`config.mk`:
```
export PLATFORM = sky130hd
export DESIGN_NAME = partial_permutation_generator
export DESIGN_NICKNAME = d
export VERILOG_FILES = /design/src/hw/rtl/ppg_pkg.sv /design/src/hw/rtl/ppg_ram.sv /design/src/hw/rtl/ppg_ctrl.sv /design/src/hw/rtl/ppg_dp.sv /design/src/hw/rtl/partial_permutation_generator.sv
export SDC_FILE = /design/constraint.sdc
export NUM_CORES = 1
export LEC_CHECK = 0
export BUFFER_PORTS_ARGS = -buffer_cell sky130_fd_sc_hd__buf_2
export CORE_MARGIN = 8
export CORE_UTILIZATION = 50
export CTS_CLUSTER_SIZE = 24
export DETAILED_ROUTE_END_ITERATION = 10
export PLACE_DENSITY_LB_ADDON = 0.3
export SLEW_MARGIN = 20
export SYNTH_ARGS = -nofsm -noshare
export SYNTH_HDL_FRONTEND = slang
export SYNTH_SLANG_ARGS = --single-unit
```
`constraint.sdc`:
```
create_clock -name i_clk -period 4.2 [get_ports i_clk]
set_clock_uncertainty 0.1 [all_clocks]
set_input_delay 0.42 -clock i_clk [delete_from_list [all_inputs] [get_ports i_clk]]
set_output_delay 0.42 -clock i_clk [all_outputs]
set_load 0.02 [all_outputs]
```
`src/hw/rtl/ppg_pkg.sv`:
```
// ----------------------------------------------------------------------------
// ppg_pkg
// Shared types and constants of the partial permutation generator.
// ----------------------------------------------------------------------------
package ppg_pkg;

    localparam int DEF_MAX_POOL    = 16;
    localparam int DEF_VALUE_WIDTH = 32;

    localparam int CFG_W       = 5;
    localparam int MODE_W      = 2;
    localparam int ELEM_IDX_W  = 4;
    localparam int ELEM_VAL_W  = 32;
    localparam int POS_W       = 4;
    localparam int PIDX_W      = 4;
    localparam int S_TDATA_W   = 40;
    localparam int M_TDATA_W   = 40;
    localparam int M_TUSER_W   = 2;
    localparam int APB_AW      = 3;
    localparam int APB_DW      = 32;

    typedef enum logic [MODE_W-1:0] {
        MODE_LOAD    = 2'd0,
        MODE_BEGIN   = 2'd1,
        MODE_ADVANCE = 2'd2
    } t_mode;

    typedef enum logic [0:0] {
        REG_POOL_SIZE = 1'b0,
        REG_TUPLE_LEN = 1'b1
    } t_reg;

    typedef enum logic [3:0] {
        S_IDLE,
        S_BEGIN,
        S_INIT,
        S_ADV_RD,
        S_ADV_CHK,
        S_SWAP_WR1,
        S_SWAP_WR2,
        S_ROT_RD,
        S_ROT_WR,
        S_ROT_END,
        S_EMIT_IDX,
        S_EMIT_VAL,
        S_EMIT_OUT,
        S_EMPTY,
        S_EXH
    } t_state;

    typedef struct packed {
        logic load_write;
        logic latch;
        logic set_finished;
        logic adv_start;
        logic init_step;
        logic rd_pos;
        logic chk;
        logic sw1;
        logic sw2;
        logic rot_rd;
        logic rot_wr;
        logic rot_fin;
        logic pos_dec;
        logic emit_start;
        logic emit_idx;
        logic emit_val;
        logic emit_out;
        logic emit_empty;
        logic emit_exh;
    } t_cmd;

    typedef struct packed {
        logic finished;
        logic r_zero;
        logic dec_zero;
        logic m_end;
        logic i_zero;
        logic init_last;
        logic k_last;
        logic out_free;
    } t_status;

endpackage

```
`src/hw/rtl/ppg_ram.sv`:
```
// ----------------------------------------------------------------------------
// ppg_ram
// Generic single-write, single-read RAM with registered read data.
// ----------------------------------------------------------------------------
module ppg_ram #(
    parameter int WIDTH = 32,
    parameter int DEPTH = 16,
    localparam int AW   = (DEPTH > 1) ? $clog2(DEPTH) : 1
) (
    input  logic             i_clk,
    input  logic             i_wr_en,
    input  logic [AW-1:0]    i_wr_addr,
    input  logic [WIDTH-1:0] i_wr_data,
    input  logic             i_rd_en,
    input  logic [AW-1:0]    i_rd_addr,
    output logic [WIDTH-1:0] o_rd_data
);

    logic [WIDTH-1:0] r_mem [DEPTH];
    logic [WIDTH-1:0] r_rd_data;

    always_ff @(posedge i_clk) begin
        if (i_wr_en) begin
            r_mem[i_wr_addr] <= i_wr_data;
        end
        if (i_rd_en) begin
            r_rd_data <= r_mem[i_rd_addr];
        end
    end

    assign o_rd_data = r_rd_data;

endmodule

```
`src/hw/rtl/ppg_ctrl.sv`:
```
// ----------------------------------------------------------------------------
// ppg_ctrl
// Sequencer for begin, advance (counter walk, swap, rotate) and emission.
// ----------------------------------------------------------------------------
module ppg_ctrl (
    input  logic                        i_clk,
    input  logic                        i_rst_n,
    input  logic                        i_in_valid,
    input  logic [ppg_pkg::MODE_W-1:0]  i_mode,
    input  ppg_pkg::t_status            i_status,
    output logic                        o_in_ready,
    output ppg_pkg::t_cmd               o_cmd
);

    import ppg_pkg::*;

    t_state r_state;
    t_state n_state;
    logic   w_accept;

    assign o_in_ready = (r_state == S_IDLE);
    assign w_accept   = i_in_valid && (r_state == S_IDLE);

    always_ff @(posedge i_clk) begin
        if (!i_rst_n) begin
            r_state <= S_IDLE;
        end else begin
            r_state <= n_state;
        end
    end

    always_comb begin
        n_state = r_state;
        case (r_state)
            S_IDLE: begin
                if (w_accept) begin
                    case (i_mode)
                        MODE_BEGIN: n_state = S_BEGIN;
                        MODE_ADVANCE: begin
                            if (i_status.finished || i_status.r_zero) begin
                                n_state = S_EXH;
                            end else begin
                                n_state = S_ADV_RD;
                            end
                        end
                        default: n_state = S_IDLE;
                    endcase
                end
            end
            S_BEGIN: begin
                if (i_status.finished) begin
                    n_state = S_EXH;
                end else if (i_status.r_zero) begin
                    n_state = S_EMPTY;
                end else begin
                    n_state = S_INIT;
                end
            end
            S_INIT: begin
                if (i_status.init_last) begin
                    n_state = S_EMIT_IDX;
                end
            end
            S_ADV_RD:   n_state = S_ADV_CHK;
            S_ADV_CHK: begin
                if (i_status.dec_zero) begin
                    n_state = S_ROT_RD;
                end else begin
                    n_state = S_SWAP_WR1;
                end
            end
            S_SWAP_WR1: n_state = S_SWAP_WR2;
            S_SWAP_WR2: n_state = S_EMIT_IDX;
            S_ROT_RD: begin
                if (i_status.m_end) begin
                    n_state = S_ROT_END;
                end else begin
                    n_state = S_ROT_WR;
                end
            end
            S_ROT_WR:   n_state = S_ROT_RD;
            S_ROT_END: begin
                if (i_status.i_zero) begin
                    n_state = S_EXH;
                end else begin
                    n_state = S_ADV_RD;
                end
            end
            S_EMIT_IDX: n_state = S_EMIT_VAL;
            S_EMIT_VAL: n_state = S_EMIT_OUT;
            S_EMIT_OUT: begin
                if (i_status.out_free) begin
                    n_state = i_status.k_last ? S_IDLE : S_EMIT_IDX;
                end
            end
            S_EMPTY: begin
                if (i_status.out_free) begin
                    n_state = S_IDLE;
                end
            end
            S_EXH: begin
                if (i_status.out_free) begin
                    n_state = S_IDLE;
                end
            end
            default: n_state = S_IDLE;
        endcase
    end

    always_comb begin
        o_cmd = '0;
        case (r_state)
            S_IDLE: begin
                if (w_accept) begin
                    case (i_mode)
                        MODE_LOAD:  o_cmd.load_write = 1'b1;
                        MODE_BEGIN: o_cmd.latch      = 1'b1;
                        MODE_ADVANCE: begin
                            if (!i_status.finished) begin
                                if (i_status.r_zero) begin
                                    o_cmd.set_finished = 1'b1;
                                end else begin
                                    o_cmd.adv_start = 1'b1;
                                end
                            end
                        end
                        default: o_cmd = '0;
                    endcase
                end
            end
            S_INIT: begin
                o_cmd.init_step  = 1'b1;
                o_cmd.emit_start = i_status.init_last;
            end
            S_ADV_RD:   o_cmd.rd_pos = 1'b1;
            S_ADV_CHK:  o_cmd.chk    = 1'b1;
            S_SWAP_WR1: o_cmd.sw1    = 1'b1;
            S_SWAP_WR2: begin
                o_cmd.sw2        = 1'b1;
                o_cmd.emit_start = 1'b1;
            end
            S_ROT_RD:   o_cmd.rot_rd = !i_status.m_end;
            S_ROT_WR:   o_cmd.rot_wr = 1'b1;
            S_ROT_END: begin
                o_cmd.rot_fin      = 1'b1;
                o_cmd.set_finished = i_status.i_zero;
                o_cmd.pos_dec      = !i_status.i_zero;
            end
            S_EMIT_IDX: o_cmd.emit_idx   = 1'b1;
            S_EMIT_VAL: o_cmd.emit_val   = 1'b1;
            S_EMIT_OUT: o_cmd.emit_out   = i_status.out_free;
            S_EMPTY:    o_cmd.emit_empty = i_status.out_free;
            S_EXH:      o_cmd.emit_exh   = i_status.out_free;
            default:    o_cmd = '0;
        endcase
    end

endmodule

```
`src/hw/rtl/ppg_dp.sv`:
```
// ----------------------------------------------------------------------------
// ppg_dp
// Datapath: pool, index and counter RAMs, run registers and output register.
// ----------------------------------------------------------------------------
module ppg_dp #(
    parameter int MAX_POOL    = ppg_pkg::DEF_MAX_POOL,
    parameter int VALUE_WIDTH = ppg_pkg::DEF_VALUE_WIDTH
) (
    input  logic                            i_clk,
    input  logic                            i_rst_n,
    input  ppg_pkg::t_cmd                   i_cmd,
    input  logic [ppg_pkg::ELEM_IDX_W-1:0]  i_elem_index,
    input  logic [ppg_pkg::ELEM_VAL_W-1:0]  i_elem_value,
    input  logic [ppg_pkg::CFG_W-1:0]       i_cfg_pool_size,
    input  logic [ppg_pkg::CFG_W-1:0]       i_cfg_tuple_len,
    input  logic                            i_out_ready,
    output ppg_pkg::t_status                o_status,
    output logic                            o_out_valid,
    output logic [ppg_pkg::POS_W-1:0]       o_position,
    output logic [ppg_pkg::ELEM_VAL_W-1:0]  o_value,
    output logic [ppg_pkg::PIDX_W-1:0]      o_pool_index,
    output logic                            o_last,
    output logic                            o_exhausted,
    output logic                            o_empty_tuple
);

    import ppg_pkg::*;

    localparam int IW = (MAX_POOL > 1) ? $clog2(MAX_POOL) : 1;
    localparam int CW = $clog2(MAX_POOL + 1);

    logic [CW-1:0]          r_run_n;
    logic [CW-1:0]          r_run_r;
    logic                   r_finished;
    logic [IW-1:0]          r_pos;
    logic [IW-1:0]          r_m;
    logic [IW-1:0]          r_k;
    logic [IW-1:0]          r_first;
    logic [IW-1:0]          r_other;

    logic                   r_out_valid;
    logic [POS_W-1:0]       r_out_pos;
    logic [ELEM_VAL_W-1:0]  r_out_val;
    logic [PIDX_W-1:0]      r_out_pidx;
    logic                   r_out_last;
    logic                   r_out_exh;
    logic                   r_out_empty;

    logic                   idx_we;
    logic [IW-1:0]          idx_waddr;
    logic [IW-1:0]          idx_wdata;
    logic                   idx_re;
    logic [IW-1:0]          idx_raddr;
    logic [IW-1:0]          idx_rd;

    logic                   cnt_we;
    logic [IW-1:0]          cnt_waddr;
    logic [CW-1:0]          cnt_wdata;
    logic                   cnt_re;
    logic [CW-1:0]          cnt_rd;

    logic                   pool_we;
    logic [VALUE_WIDTH-1:0] pool_rd;

    logic [CW-1:0]          cnt_dec;
    logic [IW-1:0]          other_c;
    logic [CW-1:0]          n_sat;
    logic                   n_finished;
    logic                   out_free;

    assign cnt_dec  = cnt_rd - CW'(1);
    assign other_c  = IW'(r_run_n - cnt_dec);
    assign out_free = !r_out_valid || i_out_ready;
    assign pool_we  = i_cmd.load_write && (int'(i_elem_index) < MAX_POOL);

    always_comb begin
        if (int'(i_cfg_pool_size) > MAX_POOL) begin
            n_sat = CW'(MAX_POOL);
        end else begin
            n_sat = CW'(i_cfg_pool_size);
        end
        n_finished = int'(i_cfg_tuple_len) > int'(n_sat);
    end

    // ram port steering
    always_comb begin
        idx_we    = 1'b0;
        idx_waddr = r_pos;
        idx_wdata = idx_rd;
        idx_re    = 1'b0;
        idx_raddr = r_pos;
        cnt_we    = 1'b0;
        cnt_waddr = r_pos;
        cnt_wdata = cnt_dec;
        cnt_re    = 1'b0;
        if (i_cmd.init_step) begin
            idx_we    = 1'b1;
            idx_waddr = r_k;
            idx_wdata = r_k;
            cnt_we    = 1'b1;
            cnt_waddr = r_k;
            cnt_wdata = r_run_n - CW'(r_k);
        end
        if (i_cmd.rd_pos) begin
            idx_re = 1'b1;
            cnt_re = 1'b1;
        end
        if (i_cmd.chk) begin
            cnt_we = 1'b1;
            if (cnt_dec == '0) begin
                cnt_wdata = r_run_n - CW'(r_pos);
            end else begin
                idx_re    = 1'b1;
                idx_raddr = other_c;
            end
        end
        if (i_cmd.sw1) begin
            idx_we = 1'b1;
        end
        if (i_cmd.sw2) begin
            idx_we    = 1'b1;
            idx_waddr = r_other;
            idx_wdata = r_first;
        end
        if (i_cmd.rot_rd) begin
            idx_re    = 1'b1;
            idx_raddr = r_m + IW'(1);
        end
        if (i_cmd.rot_wr) begin
            idx_we    = 1'b1;
            idx_waddr = r_m;
        end
        if (i_cmd.rot_fin) begin
            idx_we    = 1'b1;
            idx_waddr = IW'(r_run_n - CW'(1));
            idx_wdata = r_first;
        end
        if (i_cmd.emit_idx) begin
            idx_re    = 1'b1;
            idx_raddr = r_k;
        end
    end

    ppg_ram #(
        .WIDTH (VALUE_WIDTH),
        .DEPTH (MAX_POOL)
    ) u_pool_ram (
        .i_clk     (i_clk),
        .i_wr_en   (pool_we),
        .i_wr_addr (IW'(i_elem_index)),
        .i_wr_data (VALUE_WIDTH'(i_elem_value)),
        .i_rd_en   (i_cmd.emit_val),
        .i_rd_addr (idx_rd),
        .o_rd_data (pool_rd)
    );

    ppg_ram #(
        .WIDTH (IW),
        .DEPTH (MAX_POOL)
    ) u_idx_ram (
        .i_clk     (i_clk),
        .i_wr_en   (idx_we),
        .i_wr_addr (idx_waddr),
        .i_wr_data (idx_wdata),
        .i_rd_en   (idx_re),
        .i_rd_addr (idx_raddr),
        .o_rd_data (idx_rd)
    );

    ppg_ram #(
        .WIDTH (CW),
        .DEPTH (MAX_POOL)
    ) u_cnt_ram (
        .i_clk     (i_clk),
        .i_wr_en   (cnt_we),
        .i_wr_addr (cnt_waddr),
        .i_wr_data (cnt_wdata),
        .i_rd_en   (cnt_re),
        .i_rd_addr (r_pos),
        .o_rd_data (cnt_rd)
    );

    // run state
    always_ff @(posedge i_clk) begin
        if (!i_rst_n) begin
            r_run_n    <= '0;
            r_run_r    <= '0;
            r_finished <= 1'b1;
            r_pos      <= '0;
            r_m        <= '0;
            r_k        <= '0;
            r_first    <= '0;
            r_other    <= '0;
        end else begin
            if (i_cmd.latch) begin
                r_run_n    <= n_sat;
                r_run_r    <= CW'(i_cfg_tuple_len);
                r_finished <= n_finished;
                r_k        <= '0;
            end
            if (i_cmd.set_finished) begin
                r_finished <= 1'b1;
            end
            if (i_cmd.adv_start) begin
                r_pos <= IW'(r_run_r - CW'(1));
            end
            if (i_cmd.chk) begin
                r_first <= idx_rd;
                r_other <= other_c;
                r_m     <= r_pos;
            end
            if (i_cmd.rot_wr) begin
                r_m <= r_m + IW'(1);
            end
            if (i_cmd.pos_dec) begin
                r_pos <= r_pos - IW'(1);
            end
            if (i_cmd.init_step || i_cmd.emit_out) begin
                r_k <= r_k + IW'(1);
            end
            if (i_cmd.emit_start) begin
                r_k <= '0;
            end
        end
    end

    // output register
    always_ff @(posedge i_clk) begin
        if (!i_rst_n) begin
            r_out_valid <= 1'b0;
        end else begin
            if (i_out_ready) begin
                r_out_valid <= 1'b0;
            end
            if (i_cmd.emit_out || i_cmd.emit_empty || i_cmd.emit_exh) begin
                r_out_valid <= 1'b1;
            end
        end
    end

    always_ff @(posedge i_clk) begin
        if (i_cmd.emit_out) begin
            r_out_pos   <= POS_W'(r_k);
            r_out_val   <= ELEM_VAL_W'(pool_rd);
            r_out_pidx  <= PIDX_W'(idx_rd);
            r_out_last  <= o_status.k_last;
            r_out_exh   <= 1'b0;
            r_out_empty <= 1'b0;
        end else if (i_cmd.emit_empty || i_cmd.emit_exh) begin
            r_out_pos   <= '0;
            r_out_val   <= '0;
            r_out_pidx  <= '0;
            r_out_last  <= 1'b1;
            r_out_exh   <= i_cmd.emit_exh;
            r_out_empty <= i_cmd.emit_empty;
        end
    end

    always_comb begin
        o_status.finished  = r_finished;
        o_status.r_zero    = (r_run_r == '0);
        o_status.dec_zero  = (cnt_dec == '0);
        o_status.m_end     = ((CW'(r_m) + CW'(1)) >= r_run_n);
        o_status.i_zero    = (r_pos == '0);
        o_status.init_last = ((CW'(r_k) + CW'(1)) == r_run_n);
        o_status.k_last    = ((CW'(r_k) + CW'(1)) == r_run_r);
        o_status.out_free  = out_free;
    end

    assign o_out_valid   = r_out_valid;
    assign o_position    = r_out_pos;
    assign o_value       = r_out_val;
    assign o_pool_index  = r_out_pidx;
    assign o_last        = r_out_last;
    assign o_exhausted   = r_out_exh;
    assign o_empty_tuple = r_out_empty;

endmodule

```
`src/hw/rtl/partial_permutation_generator.sv`:
```
// load and ignored beats leave the block idle; begin fills the index and counter rams
// first; each result beat: index ram read, pool ram read, output register; advance: a
// start step, a read and a check per counter, a read and a write per index moved,
// a last read and an end step per rotate, both swap writes, all bound by the single
// write port of the index ram; one item at a time; reset is synchronous active low:
// generator exhausted, registers zero, output empty, no clearing pass over the rams
// ----------------------------------------------------------------------------
// partial_permutation_generator
// Enumerates ordered r-element arrangements of an n-element pool with the
// cycles-counter method; APB register port for pool size and tuple length.
// ----------------------------------------------------------------------------
module partial_permutation_generator #(
    parameter int MAX_POOL    = ppg_pkg::DEF_MAX_POOL,
    parameter int VALUE_WIDTH = ppg_pkg::DEF_VALUE_WIDTH
) (
    input  logic                            i_clk,
    input  logic                            i_rst_n,
    input  logic                            s_axis_tvalid,
    output logic                            s_axis_tready,
    input  logic [ppg_pkg::S_TDATA_W-1:0]   s_axis_tdata,  // elem_index, elem_value, pad
    input  logic [ppg_pkg::MODE_W-1:0]      s_axis_tuser,  // mode
    output logic                            m_axis_tvalid,
    input  logic                            m_axis_tready,
    output logic [ppg_pkg::M_TDATA_W-1:0]   m_axis_tdata,  // position, value, pool_index
    output logic [ppg_pkg::M_TUSER_W-1:0]   m_axis_tuser,  // exhausted, empty_tuple
    output logic                            m_axis_tlast,
    input  logic                            psel,
    input  logic                            penable,
    input  logic                            pwrite,
    input  logic [ppg_pkg::APB_AW-1:0]      paddr,
    input  logic [ppg_pkg::APB_DW-1:0]      pwdata,
    output logic [ppg_pkg::APB_DW-1:0]      prdata,
    output logic                            pready
);

    import ppg_pkg::*;

    logic [CFG_W-1:0]      r_pool_size;
    logic [CFG_W-1:0]      r_tuple_len;
    logic                  cfg_wr;
    t_cmd                  cmd;
    t_status               status;
    logic [POS_W-1:0]      out_position;
    logic [ELEM_VAL_W-1:0] out_value;
    logic [PIDX_W-1:0]     out_pool_index;
    logic                  out_exhausted;
    logic                  out_empty;

    assign pready = 1'b1;
    assign cfg_wr = psel && penable && pwrite && pready;

    always_ff @(posedge i_clk) begin
        if (!i_rst_n) begin
            r_pool_size <= '0;
            r_tuple_len <= '0;
        end else if (cfg_wr) begin
            case (paddr[APB_AW-1:2])
                REG_POOL_SIZE: r_pool_size <= pwdata[CFG_W-1:0];
                REG_TUPLE_LEN: r_tuple_len <= pwdata[CFG_W-1:0];
                default: r_pool_size <= r_pool_size;
            endcase
        end
    end

    always_comb begin
        case (paddr[APB_AW-1:2])
            REG_POOL_SIZE: prdata = APB_DW'(r_pool_size);
            REG_TUPLE_LEN: prdata = APB_DW'(r_tuple_len);
            default:       prdata = '0;
        endcase
    end

    ppg_ctrl u_ctrl (
        .i_clk      (i_clk),
        .i_rst_n    (i_rst_n),
        .i_in_valid (s_axis_tvalid),
        .i_mode     (s_axis_tuser),
        .i_status   (status),
        .o_in_ready (s_axis_tready),
        .o_cmd      (cmd)
    );

    ppg_dp #(
        .MAX_POOL    (MAX_POOL),
        .VALUE_WIDTH (VALUE_WIDTH)
    ) u_dp (
        .i_clk           (i_clk),
        .i_rst_n         (i_rst_n),
        .i_cmd           (cmd),
        .i_elem_index    (s_axis_tdata[ELEM_IDX_W-1:0]),
        .i_elem_value    (s_axis_tdata[ELEM_IDX_W+ELEM_VAL_W-1:ELEM_IDX_W]),
        .i_cfg_pool_size (r_pool_size),
        .i_cfg_tuple_len (r_tuple_len),
        .i_out_ready     (m_axis_tready),
        .o_status        (status),
        .o_out_valid     (m_axis_tvalid),
        .o_position      (out_position),
        .o_value         (out_value),
        .o_pool_index    (out_pool_index),
        .o_last          (m_axis_tlast),
        .o_exhausted     (out_exhausted),
        .o_empty_tuple   (out_empty)
    );

    assign m_axis_tdata = {out_pool_index, out_value, out_position};
    assign m_axis_tuser = {out_empty, out_exhausted};

endmodule

```
== After elaboration in Yosys (flattened, before gate mapping) ==
Memory sizes are Yosys's and may differ from the RTL's. A register that Yosys moved wholly into a read port is not among the register bits.
Cells that the tools add are included.
W data, S select, Z words.
Storage, ports and cells
  flip-flop bits (word level): 89
  bits in writable memories: 656
  memories: 3
Memories
  u_dp.u_pool_ram.r_mem: depth 16, bits a word 32, read ports 1, clocked after memory_dff 1, wr ports 1, line ppg_ram.sv:19  | logic [WIDTH-1:0] r_mem [DEPTH];
  u_dp.u_cnt_ram.r_mem: depth 16, bits a word 5, read ports 1, clocked after memory_dff 1, wr ports 1, line ppg_ram.sv:19
  u_dp.u_idx_ram.r_mem: depth 16, bits a word 4, read ports 1, clocked after memory_dff 1, wr ports 1, line ppg_ram.sv:19
Operators by class
  add/subtract/negate cells: 11
  $lt $le $gt $ge: 3
  eq/ne operators: 22
  muxes and demuxes: 85
  bitwise logic cells: 2
  reduce and logical (&&, ||, !) cells: 28
Operator list (number)
  $mux W4: 29
  $mux W32: 2
  $pmux W32 S2: 1
  $pmux W4 S14: 1
  $eq A4 B4 Y1 const B: 7
  $mux W1: 27
  $pmux W1 S2: 13
  $mux W5: 4
  $mux W19: 1
  $eq A4 B3 Y1 const B: 4
  $sub A4 B1 Y4 const B: 3
  $add A4 B1 Y5 const B: 2
  $eq A5 B5 Y1: 2
  $logic_not A5 Y1: 2
  $reduce_bool A2 Y1: 5
  $sub A5 B4 Y5: 2
  $add A4 B1 Y4 const B: 2
  $eq A4 B2 Y1 const B: 2
  $logic_not A4 Y1: 2
  $mux W2: 4
  $ne A2 B1 Y1 const B: 4
  $pmux W4 S2: 1
  $logic_or A1 B1 Y1: 6
  $reduce_or A2 Y1: 3
  other kinds (16): 22

== Longest topological paths before layout ==
Gate-level depths: netlist (run 1).
  depth after elaboration: 13
  depth in mapped cells: 13
  mapped depth without buffers: 12

== Modules after synthesis ==
Synthesis (run 1) repeated with hierarchy kept, for this count alone.
Second synthesis, totals
  cell total of the unflattened synthesis: 1752
  area, all modules: 32040.7 µm²
Modules (own cells, without submodules)
  ppg_ram (u_dp.u_pool_ram): instances 1, cells each 838, area each 20174.3 µm², sequential area each 16335.7 µm²
  ppg_dp: instances 1, cells each 451, area each 4546.9 µm², sequential area each 1911.8 µm²
  ppg_ram (u_dp.u_cnt_ram): instances 1, cells each 155, area each 3263.1 µm², sequential area each 2552.4 µm²
  ppg_ram (u_dp.u_idx_ram): instances 1, cells each 130, area each 2706.3 µm², sequential area each 2042.0 µm²
  partial_permutation_generator: instances 1, cells each 76, area each 698.2 µm², sequential area each 200.2 µm²
  ppg_ctrl: instances 1, cells each 102, area each 651.9 µm², sequential area each 80.1 µm²

== Worst setup path after synthesis (run 1) ==
No wires, ideal clock.
  path kind: register to register
  from: register u_ctrl.r_state[0]
  to: memory u_dp.u_pool_ram.r_mem[0][0] (enable)
  data arrival time: 4.426 ns
  path slack: -0.788 ns
  stages on the path, launching flop included: 7
  path buffers: 1
  period minus slack after synthesis: 4.988 ns
  cells stage by stage: dfxtp_1 -> clkbuf_1 -> nor4_1 -> and2_1 -> nand2_1 -> or3_1 -> nor3_1
Between the ends
  longest elaborated chain between the ends: 6
RTL lines
  from (decl): line ppg_ctrl.sv:17  | t_state r_state;
  from (signal assigned): line ppg_ctrl.sv:28  | r_state <= n_state;
  $logic_not A4 Y1 (*)
  via s_axis_tready: line partial_permutation_generator.sv:19  | output logic s_axis_tready,
  $logic_and A1 B1 Y1: line ppg_ctrl.sv:22  | assign w_accept = i_in_valid && (r_state == S_IDLE);
  $mux W19: line ppg_ctrl.sv:114  | if (w_accept) begin
  $mux W2 (*): line ppg_ctrl.sv:112  | case (r_state)
  $mux W1 (*): line ppg_ram.sv:23  | if (i_wr_en) begin
  $mux W1 (not written as such) (*): line ppg_ram.sv:24  | r_mem[i_wr_addr] <= i_wr_data;
  to (decl): line ppg_ram.sv:19
Mark *: on every way through the listed nets, which the timed path passes. The rest lies on a longest branch.

== Worst setup path after layout (run 1) ==
  from: register u_dp.r_m[0]
  to: register u_dp.u_idx_ram.r_rd_data[2], in the netlist u_dp.u_idx_ram.o_rd_data[2], read port of u_dp.u_idx_ram.r_mem (data pin)
Between the ends
  longest elaborated chain between the ends: 6
  elaborated cells between the ends (all ways): 9
  classes of those cells: add/sub: 2; order compare: 1; mux: 5; reduce/logical: 1
RTL lines
  from (decl): line ppg_dp.sv:36  | logic [IW-1:0] r_m;
  from (signal assigned): line ppg_dp.sv:210  | r_m <= r_pos;
  from (signal assigned): line ppg_dp.sv:213  | r_m <= r_m + IW'(1);
  $add A4 B1 Y5: line ppg_dp.sv:263  | o_status.m_end = ((CW'(r_m) + CW'(1)) >= r_run_n);
  $ge A5 B5 Y1: line ppg_dp.sv:263
  $logic_not A1 Y1: line ppg_ctrl.sv:142  | S_ROT_RD: o_cmd.rot_rd = !i_status.m_end;
  $pmux W1 S2: line ppg_ctrl.sv:112
  $mux W4 / $mux W1 (equally long branches): line ppg_dp.sv:125  | if (i_cmd.rot_rd) begin
  $mux W4 / $mux W1 (equally long branches): line ppg_dp.sv:138  | if (i_cmd.emit_idx) begin
  to (decl): line ppg_ram.sv:20  | logic [WIDTH-1:0] r_rd_data;
Several ways; a longest one is shown, not always the timed one.
A chain may end at the register's enable or synchronous reset.

==> flow_summary.ini, run 1 <==
[clock_tree]
clockBufferDepth = 3
htree_levels = 3
cts_resized = 0
cts.sinks = 786
worst_skew_pair.late_latency_ns = 0.63
cts_tree = done
numCtsBuffers = 81
cts-root-buf = clkbuf_16
cts.reportedPaths.clkPinSlew_ns = 0.06
post_cts_buffers = 0

[detailed_routing]
viasPerCell = 5.94
drt_drc_violations_left = 0
ant_nets = 0
drt_wl_total_um = 72800
route.vias.total = 16900
first_pass_iters = 5
dr.first_iter.drc_count = 1624
wl_per_cell_um = 25.6

[logic_synthesis]
synth_edf_count = 738
synth_top_area_share = 0.694
synth_area_leaders = edfxtp_1, mux4_2, dfxtp_1
ys_warn_count = 0
synth-seq-cells = 786
synth_top_flop_cell = edfxtp_1
synthDistinctLibCells = 64
synthCells = 1768
async_reset_ff_frac = 0
ys_seq_area_frac = 0.724
synth_area_mm2 = 0.0319
synth_area_per_cell_um2 = 18.1
post-synth-top-area-cell = edfxtp_1

[floorplan]
pin_count = 162
num_rows = 92
start_util = 0.506
die_y_um = 269
fp.coreArea_mm2 = 0.0631
die-width_um = 269
die_area_mm2 = 0.0722

[setup_path]
cp_slowest_cell = o22ai_1
cp_max_fo = 15
crit_type = flip-flop to flip-flop
startpoint_type = flip-flop
regToRegSetupSlack_ns = 0.32
path_cells = nand3_1 -> xnor2_1 -> ha_1 -> or2_2 -> a211oi_1 -> a21oi_1 -> buf_4 -> o22ai_1 -> o21ai_0 -> a32oi_1 -> a32oi_1 -> o211ai_1
critPathMostFrequentCell = a32oi_1
endpoint_kind = flip-flop
arrival_ns = 4.22
slowest_delay_ns = 0.75
worstPathRequired_ns = 4.55

[layout]
fin_area_mm2 = 0.0364
fillers = 4758
drive_gt1_frac = 0.255
nets = 2045
area_delta_synth_final_pct = 13.9

[global_route]
grt_pass1_wl_um = 108000
grt_overflow = 0
grt_usage = 0.203
grt_max_degree = 121
antenna_found_initial = 9
grt_pass1_vias = 17300

[power_and_ir_drop]
leakagePower_nw = 11.9
p_per_area_mw_per_mm2 = 559
vdd_drop_max_uv = 412
total_power_mw = 20.4

[placed_design]
place.gp.congestion = 0.888
portBuffers = 100
pre_cts_slack_ns = 0.179
dpl_cell_area_mm2 = 0.0337
dp_hpwl_um = 42700

[sta]
worst_slack_ns = 0.322
fin_crit_ns = 3.88
timing.final.hold_violations = 0
relSlewSlack = 0.345
fin_crit_sh = 0.923
fin_setup_tns_ns = 0
worst_hold_slack_ns = 0.0329
worst_pin_slew_ns = 0.982
clock.fmax_mhz = 258
slew_violations = 0
final-setup-viol-count = 0
rsz0062_at_grt = no

[status]
status = complete, no violations

[min_path]
hold_class = input port to flip-flop

[run]
maxCapViolCount = 0
[final timing paths]
check                          startpoint                                     to  cells past startpoint
max reg2reg      u_dp.r_m[0]$_SDFFE_PN0P_  u_dp.u_idx_ram.o_rd_data[2]$_DFFE_PP_                     12
min                         m_axis_tready          u_dp.o_out_valid$_SDFFE_PN0P_                      4
max              u_dp.r_m[0]$_SDFFE_PN0P_  u_dp.u_idx_ram.o_rd_data[2]$_DFFE_PP_                     12
min reg2reg  u_dp.r_first[2]$_SDFFE_PN0P_           u_dp.r_first[2]$_SDFFE_PN0P_                      2
[state kept, by name, indices dropped and copies added, names as in the netlist, 5 cells and up]
signal and cells:
r_pool_size 5, r_tuple_len 5, u_dp.o_value 32, u_dp.r_run_n 5
u_dp.r_run_r 5, u_dp.u_cnt_ram.o_rd_data 5, u_dp.u_cnt_ram.r_mem 80, u_dp.u_idx_ram.r_mem 64
u_dp.u_pool_ram.o_rd_data 32, u_dp.u_pool_ram.r_mem 512
[critical path: cells and delay by family, from the launching register on]
| family | cells | cell delay [ns] |
|---|---|---|
| AOI/OAI and AO/OA | 7 | 1.89 |
| adders and majority gates | 1 | 0.30 |
| xor gates and xnor gates | 1 | 0.27 |
| and+or+nand+nor | 2 | 0.42 |
| DFF | 1 | 0.48 |
| buffers and inverters | 1 | 0.20 |
[stage by stage]
step,util,cells
floorplan,-,1794
global placement,0.535,2685
detailed placement,0.535,2685
CTS,0.577,2838
global route,0.577,2839
finish,0.577,2841
[kinds of logic after synthesis]
| logic type | count (synthesis) | synth area share |
|---|---|---|
| flops | 786 | 0.724 |
| fa+ha+maj | 33 | 0.0136 |
| xor+xnor | 17 | 0.00466 |
| simple gates | 382 | 0.0586 |
| mux | 214 | 0.140 |
| buf+inv | 153 | 0.0219 |
| compound gates | 181 | 0.0371 |
| other cells | 2 | 0.000235 |
[timing repair]
action | 4_1_cts | 5_1_grt
endpoints found under the hold margin | 12 | 0
setup endpoints to repair | 0 | 0
hold buffers | 6 | 0
[per-layer routing]
metal	share of wire	GRT usage	up-vias
met5	0.00055	0	-
met4	0.031	0.0703	6
met3	0.067	0.0429	152
met2	0.50	0.340	637
met1	0.40	0.263	8731
li1	-	-	7340
[power by group]
part           internal [mW]  switching (mW)
clock                   3.95            2.95
sequential              9.11           0.188
combinational           1.91            2.25
[cells in the final DEF (no fill, tap or decap), types with 6 or more instances in the layout]
cell type | synthesis | layout
a211o_1 | 13 | 13
a211oi_1 | 10 | 10
a21o_1 | 7 | 7
a21oi_1 | 40 | 40
a22oi_1 | 7 | 7
a31oi_1 | 13 | 13
a32oi_1 | 7 | 7
and2_1 | 43 | 42
and3_1 | 17 | 17
buf_12 | 0 | 6
buf_2 | 3 | 100
buf_4 | 30 | 61
bufinv_16 | 0 | 6
clkbuf_1 | 72 | 11
clkbuf_16 | 0 | 81
clkinv_1 | 0 | 21
clkinv_2 | 0 | 14
conb_1 | 2 | 28
dfxtp_1 | 48 | 48
dlygate4sd3_1 | 0 | 6
edfxtp_1 | 738 | 738
ha_1 | 30 | 30
inv_1 | 30 | 30
mux2_2 | 10 | 10
mux2i_1 | 19 | 19
mux4_2 | 185 | 185
nand2_1 | 82 | 82
nand2b_1 | 14 | 14
nand3_1 | 42 | 42
nand4_1 | 11 | 11
nor2_1 | 113 | 100
nor2_4 | 0 | 13
nor2b_1 | 12 | 12
nor3_1 | 20 | 15
nor4_1 | 6 | 6
o211ai_1 | 7 | 7
o21ai_0 | 47 | 47
xnor2_1 | 11 | 11
xor2_1 | 6 | 6
[synth_stat cells (all sizes together) (11+ instances only)]
cell / count
dfxtp: 48
nor2b: 12
nand3: 42
inv: 31
xnor2: 11
ha: 30
and2: 44
mux4: 185
nor3: 20
buf: 50
a21oi: 40
nand2b: 14
a211o: 13
edfxtp: 738
clkbuf: 72
o21ai: 47
nand4: 11
and3: 17
nor2: 113
a31oi: 13
nand2: 82
mux2i: 19
[layout make-up]
class                      instances  area [µm²]  share of cell area
timing repair buffer             173        1140              0.0313
sequential                       786       23100               0.635
tap                              846        1060              0.0291
clock buffer                      93        2080              0.0572
clock inverter                    54         480              0.0132
multi-input combinational        855        8380               0.230
inverter                          31         116             0.00320
antenna                            3        7.51            0.000206
Power figures use the tool's default switching activity.
==> run 2: changes to the inputs <==
Clock period 4.2 ns to 4.5 ns, I/O delays scaled along.
==> flow_summary.ini, run 2 (synthesis results as in run 1) <==
[status]
status = complete, no violations

[layout]
largest_register_ffs = 512
nets = 2034
fillers = 4738
final_common_cell = edfxtp_1
area_delta_synth_final_pct = 13.7
register_area_mm2 = 0.0231
largest-register = u_dp.u_pool_ram.r_mem
fin_area_mm2 = 0.0363
multi_input_area_mm2 = 0.00837
drive_gt1_frac = 0.251
layout_common_cells = edfxtp_1, mux4_2, nor2_1, buf_2
largestRegisters = u_dp.u_pool_ram.r_mem x512, u_dp.u_cnt_ram.r_mem x80, u_dp.u_idx_ram.r_mem x64

[placed_design]
dp_hpwl_um = 41600
dpl_cell_area_mm2 = 0.0337
place.gp.congestion = 0.885
portBuffers = 100

[clock_tree]
clockBufferDepth = 3
cts-hold-fix-buffers = 6
numCtsBuffers = 81
cts.sinks = 786
htree_levels = 3
cts_resized = 0
post_cts_buffers = 0
cts-root-buf = clkbuf_16
cts_tree = done
cts.reportedPaths.clkPinSlew_ns = 0.06
worst_skew_pair.late_latency_ns = 0.62

[setup_path]
r2r-end = u_dp.u_idx_ram.o_rd_data[2]$_DFFE_PP_
crit_cells = 13
regToRegSetupSlack_ns = 0.71
reg2reg_from = u_dp.r_m[0]$_SDFFE_PN0P_
cp_slowest_cell = dfxtp_1
path_cells = nand3_1 -> xnor2_1 -> ha_1 -> or2_2 -> a211oi_1 -> a21oi_1 -> buf_4 -> nand3_1 -> nand2_1 -> buf_4 -> a211o_1 -> a32oi_1 -> o211ai_1
crit_type = flip-flop to flip-flop
cp_max_fo = 16
reg2reg_depth = 13
endpoint_kind = flip-flop
arrival_ns = 4.02
slowest_delay_ns = 0.49
worstPathRequired_ns = 4.73
path_buf_inv = 2
startpoint_type = flip-flop
critical-path-top-delay-family = compound AO/OA/AOI/OAI gates

[power_and_ir_drop]
p_per_area_mw_per_mm2 = 525
pwr-share-seq = 0.456
leakagePower_nw = 11.8
internal_power_mw = 14.0
power_switching_mw = 5.05
vdd_drop_max_uv = 373
pwr-share-comb = 0.201
p_clk_frac = 0.343
switching_share = 0.265
total_power_mw = 19.1

[detailed_routing]
dr.first_iter.drc_count = 1678
route.vias.total = 16900
drt_drc_violations_left = 0
drt_wl_total_um = 72300
wl_per_cell_um = 25.5
ant_nets = 0
first_pass_iters = 6
viasPerCell = 5.96

[run]
maxCapViolCount = 0

[sta]
worst_pin_slew_ns = 0.948
fin_crit_sh = 0.841
clock.fmax_mhz = 264
rsz0062_at_grt = no
relSlewSlack = 0.368
slew_violations = 0
timing.final.hold_violations = 0
final-setup-viol-count = 0
fin_setup_tns_ns = 0
fin_crit_ns = 3.79

[floorplan]
fp.coreArea_mm2 = 0.0631
die_y_um = 269
pin_count = 162
die-width_um = 269
start_util = 0.506
num_rows = 92
die_area_mm2 = 0.0722

[global_route]
grt_max_degree = 106
grt_overflow = 0
grt_pass1_vias = 17300
use_met1 = 0.265
grt_pass1_wl_um = 108000
grt-busiest-layer = met2
antenna_found_initial = 9
gr-usage-met2 = 0.338
met3_usage = 0.0401
grt_usage = 0.200

[min_path]
hp-start = m_axis_tready
worstHoldEndpoint = u_dp.o_out_valid$_SDFFE_PN0P_
hold_depth = 4
hold_class = input port to flip-flop
## run 2: cell count changes in the layout (fill, tap and decap cells not counted), moves of 3 or more
cell      previous run  this run
clkinv_8             3         0
clkbuf_1            11         8
clkinv_2            14        17
buf_4               61        51
## run 2: power groups by stage
stage | registers (mW) | logic, mW | clock network [mW]
after global placement | 8.84 | 3.81 | 0
after detailed placement | 8.85 | 3.86 | 0
after CTS | 8.70 | 3.88 | 6.66
after floorplan | 8.76 | 2.84 | 0
after global routing | 8.72 | 4.14 | 6.90
final | 8.70 | 3.83 | 6.53
## run 2: cell type report
cell class              instances  area share
clock buffers                  90      0.0574
inverters                      31     0.00321
multi-input cells             855       0.231
well taps                     846      0.0292
diodes                          5    0.000345
clock inverters                55      0.0136
flip-flops and latches        786       0.637
repair buffers                162      0.0287
## run 2: routing by layer
metal | share of wire | vias up
met4 | 0.025 | 6
li1 | - | 7323
met3 | 0.067 | 141
met5 | 0.00055 | -
met2 | 0.50 | 617
met1 | 0.40 | 8781
## run 2: worst max-delay path by stage
stage                                   startpoint                                     to  slack, ns
finish                    u_dp.r_m[0]$_SDFFE_PN0P_  u_dp.u_idx_ram.o_rd_data[2]$_DFFE_PP_       0.71
global route              u_dp.r_m[0]$_SDFFE_PN0P_  u_dp.u_idx_ram.o_rd_data[2]$_DFFE_PP_       0.41
CTS                       u_dp.r_m[0]$_SDFFE_PN0P_  u_dp.u_idx_ram.o_rd_data[2]$_DFFE_PP_       0.77
detailed placement        u_dp.r_m[0]$_SDFFE_PN0P_  u_dp.u_idx_ram.o_rd_data[2]$_DFFE_PP_       0.81
global placement          u_dp.r_m[0]$_SDFFE_PN0P_  u_dp.u_idx_ram.o_rd_data[2]$_DFFE_PP_       0.80
floorplan           u_ctrl.r_state[0]$_SDFFE_PN0P_  u_dp.u_pool_ram.r_mem[1][0]$_DFFE_PP_       0.37
## run 2: stage by stage
| stage | setup slack, ns | utilization | hold slack [ns] | std cells |
|---|---|---|---|---|
| 6_report | 0.714 | 0.575 | 0.0631 | 2830 |
| 5_1_grt | 0.411 | 0.575 | 0.0747 | 2826 |
| 3_5_place_dp | 0.815 | 0.533 | 0.347 | 2674 |
| 4_1_cts | 0.771 | 0.575 | 0.0304 | 2825 |
| 3_3_place_gp | 0.800 | 0.533 | 0.343 | 2674 |
| 2_1_floorplan | 0.370 | - | 0.336 | 1794 |
## run 2: worst register-to-register path: stages (launching register included)
cell and delay [ns]:
dfxtp_1 0.49, nand3_1 0.14, xnor2_1 0.29, ha_1 0.31, or2_2 0.30, a211oi_1 0.31
a21oi_1 0.07, buf_4 0.18, nand3_1 0.34, nand2_1 0.13, buf_4 0.22, a211o_1 0.31
a32oi_1 0.20, o211ai_1 0.11
==> run 3: changes to the inputs <==
Clock period 4.5 ns to 3.8 ns, I/O delays scaled along.
==> flow_summary.ini, run 3 (synthesis results as in run 1) <==
[status]
status = complete, no violations

[sta]
worst_pin_slew_ns = 0.941
worst_hold_slack_ns = 0.0363
fin_crit_ns = 3.54
clock.fmax_mhz = 283
final-setup-viol-count = 0
slew_violations = 0
worst_slack_ns = 0.264
fin_crit_sh = 0.930
fin_setup_tns_ns = 0
timing.final.hold_violations = 0
relSlewSlack = 0.373
rsz0062_at_grt = no

[clock_tree]
cts-root-buf = clkbuf_16
cts.reportedPaths.clkPinSlew_ns = 0.07
post_cts_buffers = 0
worst_skew_pair.late_latency_ns = 0.64
htree_levels = 3
cts.sinks = 786
cts_tree = done
clockBufferDepth = 3
numCtsBuffers = 80

[setup_path]
startpoint_type = flip-flop
arrival_ns = 3.77
path_cells = ha_1 -> xor2_1 -> ha_1 -> a21o_1 -> a31oi_1 -> a21oi_2 -> a2bb2oi_2 -> nand2_1 -> buf_4 -> a211o_1 -> nand4_1 -> nand4_1
slowest_delay_ns = 0.49
cp_slowest_cell = a2bb2oi_2
endpoint_kind = flip-flop
crit_type = flip-flop to flip-flop
cp_max_fo = 13
worstPathRequired_ns = 4.04

[layout]
nets = 2071
largest-register = u_dp.u_pool_ram.r_mem
drive_gt1_frac = 0.256
fin_area_mm2 = 0.0370
instances_no_fill = 2869
layout_common_cells = edfxtp_1, mux4_2, nor2_1, buf_2
final_common_cell = edfxtp_1
area_delta_synth_final_pct = 15.9
largestRegisters = u_dp.u_pool_ram.r_mem x512, u_dp.u_cnt_ram.r_mem x80, u_dp.u_idx_ram.r_mem x64
final_core_util = 0.587
largest_register_ffs = 512

[detailed_routing]
wl_per_cell_um = 25.1
viasPerCell = 5.84
drt_wl_total_um = 72000
drt_drc_violations_left = 0
first_pass_iters = 5
route.vias.total = 16800
ant_nets = 0
dr.first_iter.drc_count = 1643

[floorplan]
die-width_um = 269
fp.coreArea_mm2 = 0.0631
start_util = 0.506
pin_count = 162
die_y_um = 269
num_rows = 92
die_area_mm2 = 0.0722

[global_route]
grt_max_degree = 57
grt_overflow = 0
grt_pass1_vias = 17200
antenna_found_initial = 4
grt_usage = 0.200
grt_pass1_wl_um = 108000

[placed_design]
dpl_cell_area_mm2 = 0.0340
placed_cells = 2686
dp_hpwl_um = 41200
place.gp.congestion = 0.882
portBuffers = 100
pre_cts_slack_ns = 0.184

[power_and_ir_drop]
total_power_mw = 23.0
vdd_drop_max_uv = 365
leakagePower_nw = 12.1
p_per_area_mw_per_mm2 = 621

[min_path]
hold_class = input port to flip-flop

[run]
maxCapViolCount = 0
## run 3: cell types whose count changed in the layout (fill, tap and decap cells not counted), sizes merged
cell and delta:
bufinv +3, clkinv -8, buf +12, diode -2, dlygate4sd3 +26, clkinvlp +1, clkbuf +6, inv +1
## run 3: per-layer routing
| metal | part of all wire | global-route usage |
|---|---|---|
| met3 | 0.061 | 0.0364 |
| met5 | 0.00012 | 0 |
| met4 | 0.026 | 0.0572 |
| met1 | 0.40 | 0.262 |
| met2 | 0.51 | 0.342 |
## run 3: power breakdown
group | internal (mW) | leakage (nW) | switching, mW | total, mW
clock network | 4.70 | 1.31 | 3.34 | 8.04
logic | 2.21 | 3.81 | 2.48 | 4.69
registers | 10.1 | 7.00 | 0.202 | 10.3
total | 17.0 | 12.1 | 6.02 | 23.0
## run 3: worst max-delay path, delay by kind of cell (launching register included)
kind	cells	cell delay, ns
AOI/OAI and AO/OA	5	1.38
xor gates and xnor gates	1	0.29
adders and majority gates	2	0.41
buffers and inverters	1	0.24
DFF	1	0.39
and+or+nand+nor	3	0.43
## run 3: what timing repair did
item,in CTS,in global routing
resized for setup,0,4
hold buffers,32,0
endpoints found under the setup margin,0,4
hold endpoints to repair,304,0
## run 3: path summary, 6_finish.rpt
kind	startpoint	endpoint	slack, ns	cells after the start
min reg2reg	u_dp.r_first[0]$_SDFFE_PN0P_	u_dp.r_first[0]$_SDFFE_PN0P_	0.35	2
max reg2reg	u_dp.r_m[1]$_SDFFE_PN0P_	u_dp.u_idx_ram.o_rd_data[3]$_DFFE_PP_	0.26	12
max	u_dp.r_m[1]$_SDFFE_PN0P_	u_dp.u_idx_ram.o_rd_data[3]$_DFFE_PP_	0.26	12
min	s_axis_tdata[21]	u_dp.u_pool_ram.r_mem[3][17]$_DFFE_PP_	0.04	1
## run 3: area by class of cell
| cell class | instances | area [µm²] |
|---|---|---|
| clock inverter | 52 | 618 |
| clock buffer | 96 | 2100 |
| sequential | 786 | 23100 |
| fill | 4708 | 26100 |
| multi-input combinational | 855 | 8380 |
| inverter | 31 | 116 |
| timing repair buffer | 200 | 1620 |
| antenna | 3 | 7.51 |
| tap | 846 | 1060 |
